==> src/rtl/tsfa_pkg.sv <==
// Package for the tile slot allocator: sizes, key and index types,
// controller states and the command/status structs. Depends on nothing.
package tsfa_pkg;

   localparam int SLOTS        = 64;
   localparam int SLOT_W       = (SLOTS > 1) ? $clog2(SLOTS) : 1;
   localparam int CNT_W        = $clog2(SLOTS + 1);
   localparam int KEY_W        = 32;
   localparam int SLOT_FIELD_W = 6;

   typedef logic [SLOT_W-1:0]       slot_idx_type;
   typedef logic [CNT_W-1:0]        fill_type;
   typedef logic [2*KEY_W-1:0]      key_type;
   typedef logic [SLOT_FIELD_W-1:0] slot_field_type;
   typedef logic [KEY_W-1:0]        key_half_type;

   typedef enum logic [2:0] {
      ST_IDLE,
      ST_SCAN,
      ST_LAST,
      ST_HIT,
      ST_ALLOC,
      ST_EVICT
   } ctrl_state_type;

   typedef struct packed {
      logic load_key;
      logic issue_rd;
      logic latch_hit;
      logic alloc;
      logic load_hit_rsp;
      logic load_miss_rsp;
   } tsfa_cmd_type;

   typedef struct packed {
      logic fill_empty;
      logic scan_last;
      logic match;
      logic rsp_free;
   } tsfa_status_type;

endpackage

==> src/rtl/tsfa_ctrl.sv <==
// Controller state machine of the tile slot allocator: sequences the key
// scan, allocation and response load. Depends on tsfa_pkg.
module tsfa_ctrl (
   input  logic                      clock,
   input  logic                      reset,
   input  logic                      req_valid,
   output logic                      req_ready,
   input  tsfa_pkg::tsfa_status_type status,
   output tsfa_pkg::tsfa_cmd_type    cmd
);

   tsfa_pkg::ctrl_state_type state_ff;
   tsfa_pkg::ctrl_state_type state_in;

   always_ff @(posedge clock) begin
      if (reset) begin
         state_ff <= tsfa_pkg::ST_IDLE;
      end else begin
         state_ff <= state_in;
      end
   end

   always_comb begin
      state_in = state_ff;
      unique case (state_ff)
         tsfa_pkg::ST_IDLE: begin
            if (req_valid) begin
               state_in = status.fill_empty ? tsfa_pkg::ST_ALLOC : tsfa_pkg::ST_SCAN;
            end
         end
         tsfa_pkg::ST_SCAN: begin
            priority if (status.match) begin
               state_in = tsfa_pkg::ST_HIT;
            end else if (status.scan_last) begin
               state_in = tsfa_pkg::ST_LAST;
            end
         end
         tsfa_pkg::ST_LAST: begin
            state_in = status.match ? tsfa_pkg::ST_HIT : tsfa_pkg::ST_ALLOC;
         end
         tsfa_pkg::ST_HIT: begin
            if (status.rsp_free) begin
               state_in = tsfa_pkg::ST_IDLE;
            end
         end
         tsfa_pkg::ST_ALLOC: begin
            state_in = tsfa_pkg::ST_EVICT;
         end
         tsfa_pkg::ST_EVICT: begin
            if (status.rsp_free) begin
               state_in = tsfa_pkg::ST_IDLE;
            end
         end
         default: begin
            state_in = tsfa_pkg::ST_IDLE;
         end
      endcase
   end

   always_comb begin
      cmd       = '0;
      req_ready = 1'b0;
      unique case (state_ff)
         tsfa_pkg::ST_IDLE: begin
            req_ready    = 1'b1;
            cmd.load_key = req_valid;
         end
         tsfa_pkg::ST_SCAN: begin
            // stop issuing reads once a match shows up
            cmd.latch_hit = status.match;
            cmd.issue_rd  = !status.match;
         end
         tsfa_pkg::ST_LAST: begin
            cmd.latch_hit = status.match;
         end
         tsfa_pkg::ST_HIT: begin
            cmd.load_hit_rsp = status.rsp_free;
         end
         tsfa_pkg::ST_ALLOC: begin
            cmd.alloc = 1'b1;
         end
         tsfa_pkg::ST_EVICT: begin
            cmd.load_miss_rsp = status.rsp_free;
         end
         default: begin
            cmd = '0;
         end
      endcase
   end

endmodule

==> config.mk <==
export PLATFORM = sky130hd
export DESIGN_NAME = tsfa_ctrl
export DESIGN_NICKNAME = d
export VERILOG_FILES = /design/src/rtl/tsfa_pkg.sv /design/src/rtl/tsfa_ctrl.sv
export SDC_FILE = /design/constraint.sdc
export NUM_CORES = 1
export LEC_CHECK = 0
export BUFFER_PORTS_ARGS = -buffer_cell sky130_fd_sc_hd__buf_2
export CORE_AREA = 2 2 39 41
export DETAILED_ROUTE_END_ITERATION = 7
export DIE_AREA = 0 0 41 43
export GPL_ROUTABILITY_DRIVEN = 1
export PLACE_DENSITY = 0.47
export SLEW_MARGIN = 20
export SYNTH_ARGS = -nofsm -noshare
export SYNTH_HDL_FRONTEND = slang
export SYNTH_SLANG_ARGS = --single-unit
==> constraint.sdc <==
create_clock -name clock -period 3 [get_ports clock]
set_clock_uncertainty 0.15 [all_clocks]
set_input_delay 0.75 -clock clock [delete_from_list [all_inputs] [get_ports clock]]
set_output_delay 0.75 -clock clock [all_outputs]
set_load 0.03 [all_outputs]
==> impl_metrics.yaml, run 1 <==
timing:
  period_needed_ps: 2280
  worst_slack_ps: 717
  timing.final.crit_share_pct: 76.1
  slew_headroom_pct: 67.2
  rsz0062_at_grt: "no"
  tightest_slew_ps: 491
  timing.final.max_slew_violations: 0
  timing.fmax_mhz: 438
  holdWs_ps: 499
  hold_viol: 0
  final.setup.tns_ps: 0
  setup_viol: 0
clock_tree:
  worstSkewPairLatency_ps: 230
  path_clk_slew_ps: 40
  cts_root_buffer: "clkbuf_4"
  cts_sinks: 3
  cts_setup_buffers: 0
  cts_buffer_depth: 2
  htree_levels: 1
  hold_buffers: 0
  numCtsBuffers: 3
  cts_tree: "done"
  ctsResizeCount: 0
cells_and_area:
  nets: 55
  drive_gt1_share_pct: 42.6
  diodes: 0
  final_cell_area_um2: 355
  reg_top3: "state_ff: 3 flops"
  largest-register: "state_ff"
  syn2layout_area_growth_pct: 34.0
  largest_register_ffs: 3
die:
  die_w_um: 41
  initial_core_util_pct: 19.2
  die_area_um2: 1760
  rows: 14
  io-pin-count: 14
  core_um2: 1380
  die_y_um: 43
worst_hold_path:
  hold_path.class: "reg2reg"
  whs_path_depth: 2
synthesis:
  synth.area.top_cells: "dfxtp_1, a2111oi_2, nor2_1, nand2b_1, nor3b_2"
  async_flop_share_pct: 0
  synth_top_area_cell: "dfxtp_1"
  synth-main-ff-cell: "dfxtp_1"
  synth.top_cell.area_share_pct: 22.6
  syn-cell-area_um2: 265
  syn_nets: 40
  ys_ff_latch: 3
  synth_cells: 33
  synth_cell_types: 22
  yosysMostFrequentCell: "nor2_1"
  ys_warn_count: 0
  seq_area_frac_synth_pct: 22.6
  synth_area_per_cell_um2: 8.04
  synthTopCellsByCount: "nor2_1, dfxtp_1"
  synth_enable_flop_cells: 0
place:
  placed_cell_area_um2: 329
  io_buffers: 13
  dp_slack_ps: 718
  place.gp.congestion: 0.751
worst_setup_path:
  cpMostUsedCell: "buf_2"
  rr_worst_depth: 3
  worst_setup_path_start_kind: "input port"
  cp.required_ps: 2100
  worstSetupPathType: "in2out"
  max_stage_delay_ps: 250
  cp.arrival_ps: 1380
  slowest_stage: "buf_2"
  endpoint_kind: "output port"
  crit_chain: "buf_2, nor4b_1, buf_2"
  cp_max_fo: 7
routing:
  totalWireLength_um: 637
  drtPass1Iterations: 1
  ant_nets: 0
  via_per_inst: 4.52
  dr.first_iter.drc_count: 0
  vias: 285
  drc: 0
  drt-wirelength-per-cell_um: 10.1
pwr:
  totalPowerFinal_uw: 238
  p_leak_nw: 0.149
  vdd_drop_max_v: 0.000198
  power_per_cell_area_nw_per_um2: 669
global_routing:
  grt_pass1_wl_um: 1010
  grt_max_degree: 14
  grt_pass1_vias: 248
  antenna_found_initial: 0
  track_usage_pct: 8.32
  overflow: 0
run:
  cap_violations: 0
run_status:
  status: "finished, final reports clean"
report_power, final:
part	internal, mW	leakage, nW	switching [mW]
Clock	0.0497	0.0150	0.0183
Combinational	0.0407	0.109	0.0583
Sequential	0.0472	0.0248	0.0234
Total	0.138	0.149	0.100
cell type report:
class / instances / area [µm²]
inverters: 1 / 3.75
fillers: 154 / 1030
clock buffers: 4 / 26.3
flip-flops and latches: 3 / 60.1
multi-input cells: 26 / 180
well taps: 16 / 20.0
repair buffers: 13 / 65.1
stage by stage:
stage,instances,utilization [%]
after CTS,63,25.7
after global placement,59,23.8
final,63,25.7
after floorplan,33,-
after detailed placement,59,23.8
after global routing,63,25.7
final timing paths:
path | startpoint | end | slack, ps
max | status[1] | cmd[4] | 720
min | state_ff[1]$_SDFFE_PP0P_ | state_ff[1]$_SDFFE_PP0P_ | 500
max reg2reg | state_ff[0]$_SDFFE_PP0P_ | state_ff[0]$_SDFFE_PP0P_ | 1520
min reg2reg | state_ff[1]$_SDFFE_PP0P_ | state_ff[1]$_SDFFE_PP0P_ | 500
critical path: cells and delay by family:
family | cells | cell delay [ps]
buffers and inverters | 2 | 390
AND/OR/NAND/NOR | 1 | 240
logic make-up (layout without fill, tap and decap cells):
family,Yosys count,in the layout,share of synthesized area [%]
flops,3,3,22.6
xor+xnor,1,1,3.30
simple gates,14,14,30.7
compound gates,11,11,34.0
buf+inv,4,18,9.43
metal layers:
metal / track usage [%] / vias up / share of wire (%)
met5: 0 / - / 0
met4: 2.00 / 0 / 0
met3: 3.14 / 0 / 7.5
met2: 11.6 / 11 / 38
met1: 11.8 / 124 / 54
li1: - / 150 / -
cell usage in the layout, fill, tap and decap left out, types with 2 or more instances in the layout:
cell / n
nand2b_1: 2
a2111oi_2: 2
nor3_1: 2
buf_2: 13
a21oi_1: 2
nor2_1: 4
dfxtp_1: 3
o21ai_0: 2
clkbuf_4: 3
Note: power is estimated with default switching activity, not from simulation.
==> inputs of run 2 (changes only) <==
Settings changed: ABC_AREA set to 1, PLACE_DENSITY 0.47 to 0.5.
Clock period 3 ns to 2.15 ns, I/O delays scaled along.
==> run 2 against run 1 <==
  * Combinational power grew to 3.9 times the previous value
  * Flip-flop and latch count is the same
  * Design area grew 15%
  * Via count grew 25%
  * Non-clock buffer count is the same
  * Wire length grew 4.7%
  * Power grew to 2.5 times the previous value
  * Critical endpoint is now cmd[3]
  * Largest power group unchanged
==> impl_metrics.yaml, run 2 <==
worst_setup_path:
  cp.required_ps: 1460
  worst_setup_path_start_kind: "flop"
  cp.arrival_ps: 1270
  endpoint_kind: "output port"
  worstSetupPathType: "reg2out"
  cp_max_fo: 5
run_status:
  status: "finished, final reports clean"
cells_and_area:
  layout.cells.most_common_list: "nor2_1, buf_2, nand2_1"
  drive_gt1_share_pct: 34.7
  layout_commonest_cell: "nor2_1"
  reg_top3: "state_ff: 3 flops"
  largest-register: "state_ff"
  syn2layout_area_growth_pct: 32.5
  fillers: 167
  nets: 83
  largest_register_ffs: 3
  diodes: 0
  final_core_util_pct: 29.5
pwr:
  p_sw_share_pct: 54.6
  pwr-share-comb_pct: 63.7
  vdd_drop_max_v: 0.000525
  p_clk_share_pct: 16.1
  power_switching_uw: 329
  p_seq_share_pct: 20.2
  intPower_uw: 274
  power_per_cell_area_nw_per_um2: 1480
  p_leak_nw: 0.263
  totalPowerFinal_uw: 603
run:
  cap_violations: 0
clock_tree:
  cts_root_buffer: "clkbuf_4"
  path_clk_slew_ps: 40
  cts_buffer_depth: 2
  cts_tree: "done"
  ctsResizeCount: 0
  hold_buffers: 0
  numCtsBuffers: 3
  cts_setup_buffers: 0
  worstSkewPairLatency_ps: 230
  htree_levels: 1
  cts_sinks: 3
synthesis:
  yosysMostFrequentCell: "nor2_1"
  seq_area_frac_synth_pct: 19.5
  syn-cell-area_um2: 308
  synth_area_per_cell_um2: 5.22
  synth_enable_flop_cells: 0
  ys_warn_count: 0
  synth.area.top_cells: "dfxtp_1, nor2_1, nand2_1, nand3_1, inv_1"
  synth_top_area_cell: "dfxtp_1"
  async_flop_share_pct: 0
  synth-main-ff-cell: "dfxtp_1"
  syn_nets: 66
  synth_cells: 59
  synthTopCellsByCount: "nor2_1, nand2_1, inv_1"
  synth.top_cell.area_share_pct: 19.5
  synth_cell_types: 12
  ys_ff_latch: 3
worst_hold_path:
  hold_path.class: "in2reg"
global_routing:
  grt_max_degree: 9
  grt_pass1_wl_um: 1130
  overflow: 0
  antenna_found_initial: 0
  met1_usage_pct: 12.5
  use_met2_pct: 12.8
  gr-usage-met3_pct: 3.14
  grt-busiest-layer: "met2"
  grt_pass1_vias: 309
  track_usage_pct: 9.84
place:
  io_buffers: 13
  hpwl_um: 538
  place.gp.congestion: 0.779
timing:
  setup_viol: 0
  rsz0062_at_grt: "no"
  period_needed_ps: 1960
  tightest_slew_ps: 298
  timing.final.max_slew_violations: 0
  timing.final.crit_share_pct: 91.0
  final.setup.tns_ps: 0
  hold_viol: 0
  timing.fmax_mhz: 511
  slew_headroom_pct: 80.1
die:
  die_y_um: 43
  initial_core_util_pct: 22.2
  io-pin-count: 14
  die_area_um2: 1760
  rows: 14
  core_um2: 1380
  die_w_um: 41
routing:
  drtPass1Iterations: 4
  vias: 357
  via_per_inst: 3.92
  drt-wirelength-per-cell_um: 7.33
  dr.first_iter.drc_count: 3
  totalWireLength_um: 667
  drc: 0
  ant_nets: 0
run 2: cell count changes after synthesis, sizes merged, moves of 2 or more:
cell and change:
a2111oi -2, a21oi -2, buf -2, inv +12, nand2 +13, nand2b -2, nand3 +7, nor2 +14
nor3b -2, o21ai -2
run 2: power groups by stage:
stage                     clock (mW)  combinational, mW  sequential (mW)
after floorplan                    0              0.333            0.105
after global placement             0              0.393            0.121
after detailed placement           0              0.388            0.123
after CTS                      0.102              0.391            0.122
after global routing           0.108              0.440            0.129
final                         0.0970              0.384            0.122
run 2: final cells by class:
cell class / instances / area, µm² / area share (%)
timing repair buffer: 13 / 65.1 / 16.0
sequential: 3 / 60.1 / 14.7
inverter: 13 / 48.8 / 12.0
clock buffer: 4 / 26.3 / 6.44
multi-input combinational: 42 / 188 / 46.0
tap: 16 / 20.0 / 4.91
run 2: cell families (layout without fill, tap and decap cells):
family / after synthesis / in the layout / synth area share (%)
buffers and inverters: 14 / 30 / 19.5
and+or+nand+nor: 41 / 41 / 59.3
AOI/OAI and AO/OA: 1 / 1 / 1.62
DFF: 3 / 3 / 19.5
run 2: layer usage:
layer,vias to the layer above,share of wire (%)
met4,0,0
met3,0,4.2
met1,143,49
met2,9,47
met5,-,0
li1,205,-
run 2: per-stage QoR:
step / hold WS (ps) / std cells / area (µm²) / setup slack [ps]
global placement: 437 / 87 / 382 / 456
CTS: 412 / 91 / 408 / 181
global route: 432 / 91 / 408 / 57.6
detailed placement: 441 / 87 / 382 / 436
finish: 417 / 91 / 408 / 192
floorplan: 384 / 59 / 308 / 197
run 2: worst paths after layout:
path / start / endpoint / slack [ps] / depth (start not counted)
max: state_ff[0]$_SDFFE_PP0P_ / cmd[3] / 190 / 7
min: reset / state_ff[1]$_SDFFE_PP0P_ / 420 / 4
max reg2reg: state_ff[1]$_SDFFE_PP0P_ / state_ff[1]$_SDFFE_PP0P_ / 870 / 8
min reg2reg: state_ff[2]$_SDFFE_PP0P_ / state_ff[2]$_SDFFE_PP0P_ / 430 / 2
run 2: worst max-delay path, cell delays in order, from the launching register on:
cell and delay [ps]:
dfxtp_1 410, inv_1 60, nor2_1 120, nand2_1 100, nand2_1 70, nand2_1 60, inv_1 50, buf_2 180
==> inputs of run 3 (changes only) <==
Clock period 2.15 ns to 1.93 ns, I/O delays scaled along.
==> run 3 against run 2 <==
  * Non-clock buffer count unchanged
  * Combinational power increased by 14%
  * Largest power group unchanged
  * Design area rose by 2.8%
  * Sequential power is 20% higher
  * Cell count stayed put
  * Register-to-register slack got worse by 150 ps
  * Via count is 1.1% higher
  * Worst hold slack worse by 62 ps
  * Clock power is 10% higher
  * Largest cell class unchanged
  * Power grew 15%
  * Setup slack got worse by 63 ps
==> impl_metrics.yaml, run 3 (synthesized netlist as in run 2, its figures left out) <==
place:
  dp_slack_ps: 270
  io_buffers: 13
  hpwl_um: 537
  place.gp.congestion: 0.805
  placed_cell_area_um2: 382
routing:
  drtPass1Iterations: 1
  via_per_inst: 3.97
  totalWireLength_um: 663
  ant_nets: 0
  drc: 0
  vias: 361
  drt-wirelength-per-cell_um: 7.29
  dr.first_iter.drc_count: 0
global_routing:
  grt_pass1_vias: 308
  overflow: 0
  grt_max_degree: 9
  antenna_found_initial: 0
  track_usage_pct: 9.62
  grt_pass1_wl_um: 1150
clock_tree:
  cts_sinks: 3
  htree_levels: 1
  cts_buffer_depth: 2
  cts_tree: "done"
  cts_setup_buffers: 0
  worstSkewPairLatency_ps: 230
  cts_root_buffer: "clkbuf_4"
  numCtsBuffers: 3
  path_clk_slew_ps: 40
timing:
  timing.fmax_mhz: 555
  worst_slack_ps: 129
  timing.final.crit_share_pct: 93.3
  period_needed_ps: 1800
  tightest_slew_ps: 179
  timing.final.max_slew_violations: 0
  hold_viol: 0
  final.setup.tns_ps: 0
  rsz0062_at_grt: "no"
  slew_headroom_pct: 88.0
  holdWs_ps: 355
  setup_viol: 0
die:
  core_um2: 1380
  initial_core_util_pct: 22.2
  io-pin-count: 14
  die_w_um: 41
  rows: 14
  die_area_um2: 1760
  die_y_um: 43
worst_hold_path:
  hold_path.class: "in2reg"
pwr:
  p_sw_share_pct: 53.5
  pwr-share-comb_pct: 63.2
  p_seq_share_pct: 21.3
  power_per_cell_area_nw_per_um2: 1650
  vdd_drop_max_v: 0.000794
  intPower_uw: 322
  p_leak_nw: 0.264
  power_switching_uw: 371
  p_clk_share_pct: 15.5
worst_setup_path:
  startpoint: "state_ff[2]$_SDFFE_PP0P_"
  cp.arrival_ps: 1170
  timing.rr.start: "state_ff[1]$_SDFFE_PP0P_"
  worstReg2RegEnd: "state_ff[1]$_SDFFE_PP0P_"
  rr_worst_depth: 7
  endpoint_kind: "output port"
  cp.required_ps: 1300
  worst_setup_path_start_kind: "flop"
  cp_max_fo: 7
  crit_end: "cmd[3]"
  r2r_setup_slack_ps: 720
  worstSetupPathType: "reg2out"
cells_and_area:
  largest-register: "state_ff"
  fillers: 172
  syn2layout_area_growth_pct: 36.2
  diodes: 0
  final_cell_area_um2: 419
  largest_register_ffs: 3
  nets: 83
  layout_commonest_cell: "nor2_1"
  reg_top3: "state_ff: 3 flops"
  layout.cells.most_common_list: "nor2_1, nand2_1, buf_2"
  drive_gt1_share_pct: 40.0
run:
  cap_violations: 0
run_status:
  status: "finished, final reports clean"
-- run 3: changes by cell type in the layout (fill, tap and decap cells not counted) --
cell      previous run  this run
dfxtp_1              3         0
buf_2               13        12
nor2_2               3         4
clkbuf_4             3         4
nor2_1              15        14
dfxtp_4              0         1
dfxtp_2              0         2
-- run 3: area by class of cell --
cell class	instances	area [µm²]	share of cell area, %
clock buffers	4	26.3	6.27
inverters	13	48.8	11.6
multi-input cells	42	190	45.4
flip-flops and latches	3	66.3	15.8
well taps	16	20.0	4.78
repair buffers	13	67.6	16.1
-- run 3: through the flow --
| stage | utilization, % | total power, mW | instances |
|---|---|---|---|
| after global routing | 30.3 | 0.779 | 91 |
| after global placement | 27.6 | 0.573 | 87 |
| after floorplan | - | 0.487 | 59 |
| after detailed placement | 27.6 | 0.570 | 87 |
| after CTS | 29.5 | 0.685 | 91 |
| final | 30.3 | 0.692 | 91 |
-- run 3: routing by layer --
layer  wire length, µm  vias up  GRT usage (%)  share of wire (%)
met5                 0        -              0                  0
met4                 0        0           8.00                  0
met3                35        0           1.57                5.3
met2               298        9           12.8                 45
met1               329      146           12.8                 50
li1                  -      206              -                  -
-- run 3: worst min path at each step --
stage | from | end | cells past startpoint
3_5_place_dp | state_ff[2]$_SDFFE_PP0P_ | state_ff[2]$_SDFFE_PP0P_ | 2
2_1_floorplan | state_ff[2]$_SDFFE_PP0P_ | state_ff[2]$_SDFFE_PP0P_ | 2
4_1_cts | reset | state_ff[1]$_SDFFE_PP0P_ | 4
6_report | reset | state_ff[1]$_SDFFE_PP0P_ | 4
5_1_grt | reset | state_ff[1]$_SDFFE_PP0P_ | 4
3_3_place_gp | state_ff[2]$_SDFFE_PP0P_ | state_ff[2]$_SDFFE_PP0P_ | 2
-- run 3: critical path: stages (launching register included) --
cell	delay, ps
dfxtp_2	350
nor2_1	180
nand2_1	70
nand2_1	60
nand2_1	60
inv_1	50
clkbuf_4	170
-- run 3: power groups by stage --
stage	combinational (mW)	clock [mW]	sequential (mW)
floorplan	0.370	0	0.117
global placement	0.436	0	0.137
detailed placement	0.431	0	0.138
CTS	0.434	0.114	0.137
global route	0.501	0.121	0.157
finish	0.438	0.107	0.147
-- run 3: what timing repair did --
item / CTS / global route
endpoints found under the setup margin: 0 / 3
gates resized for setup: 0 / 6
hold buffers: 0 / 0
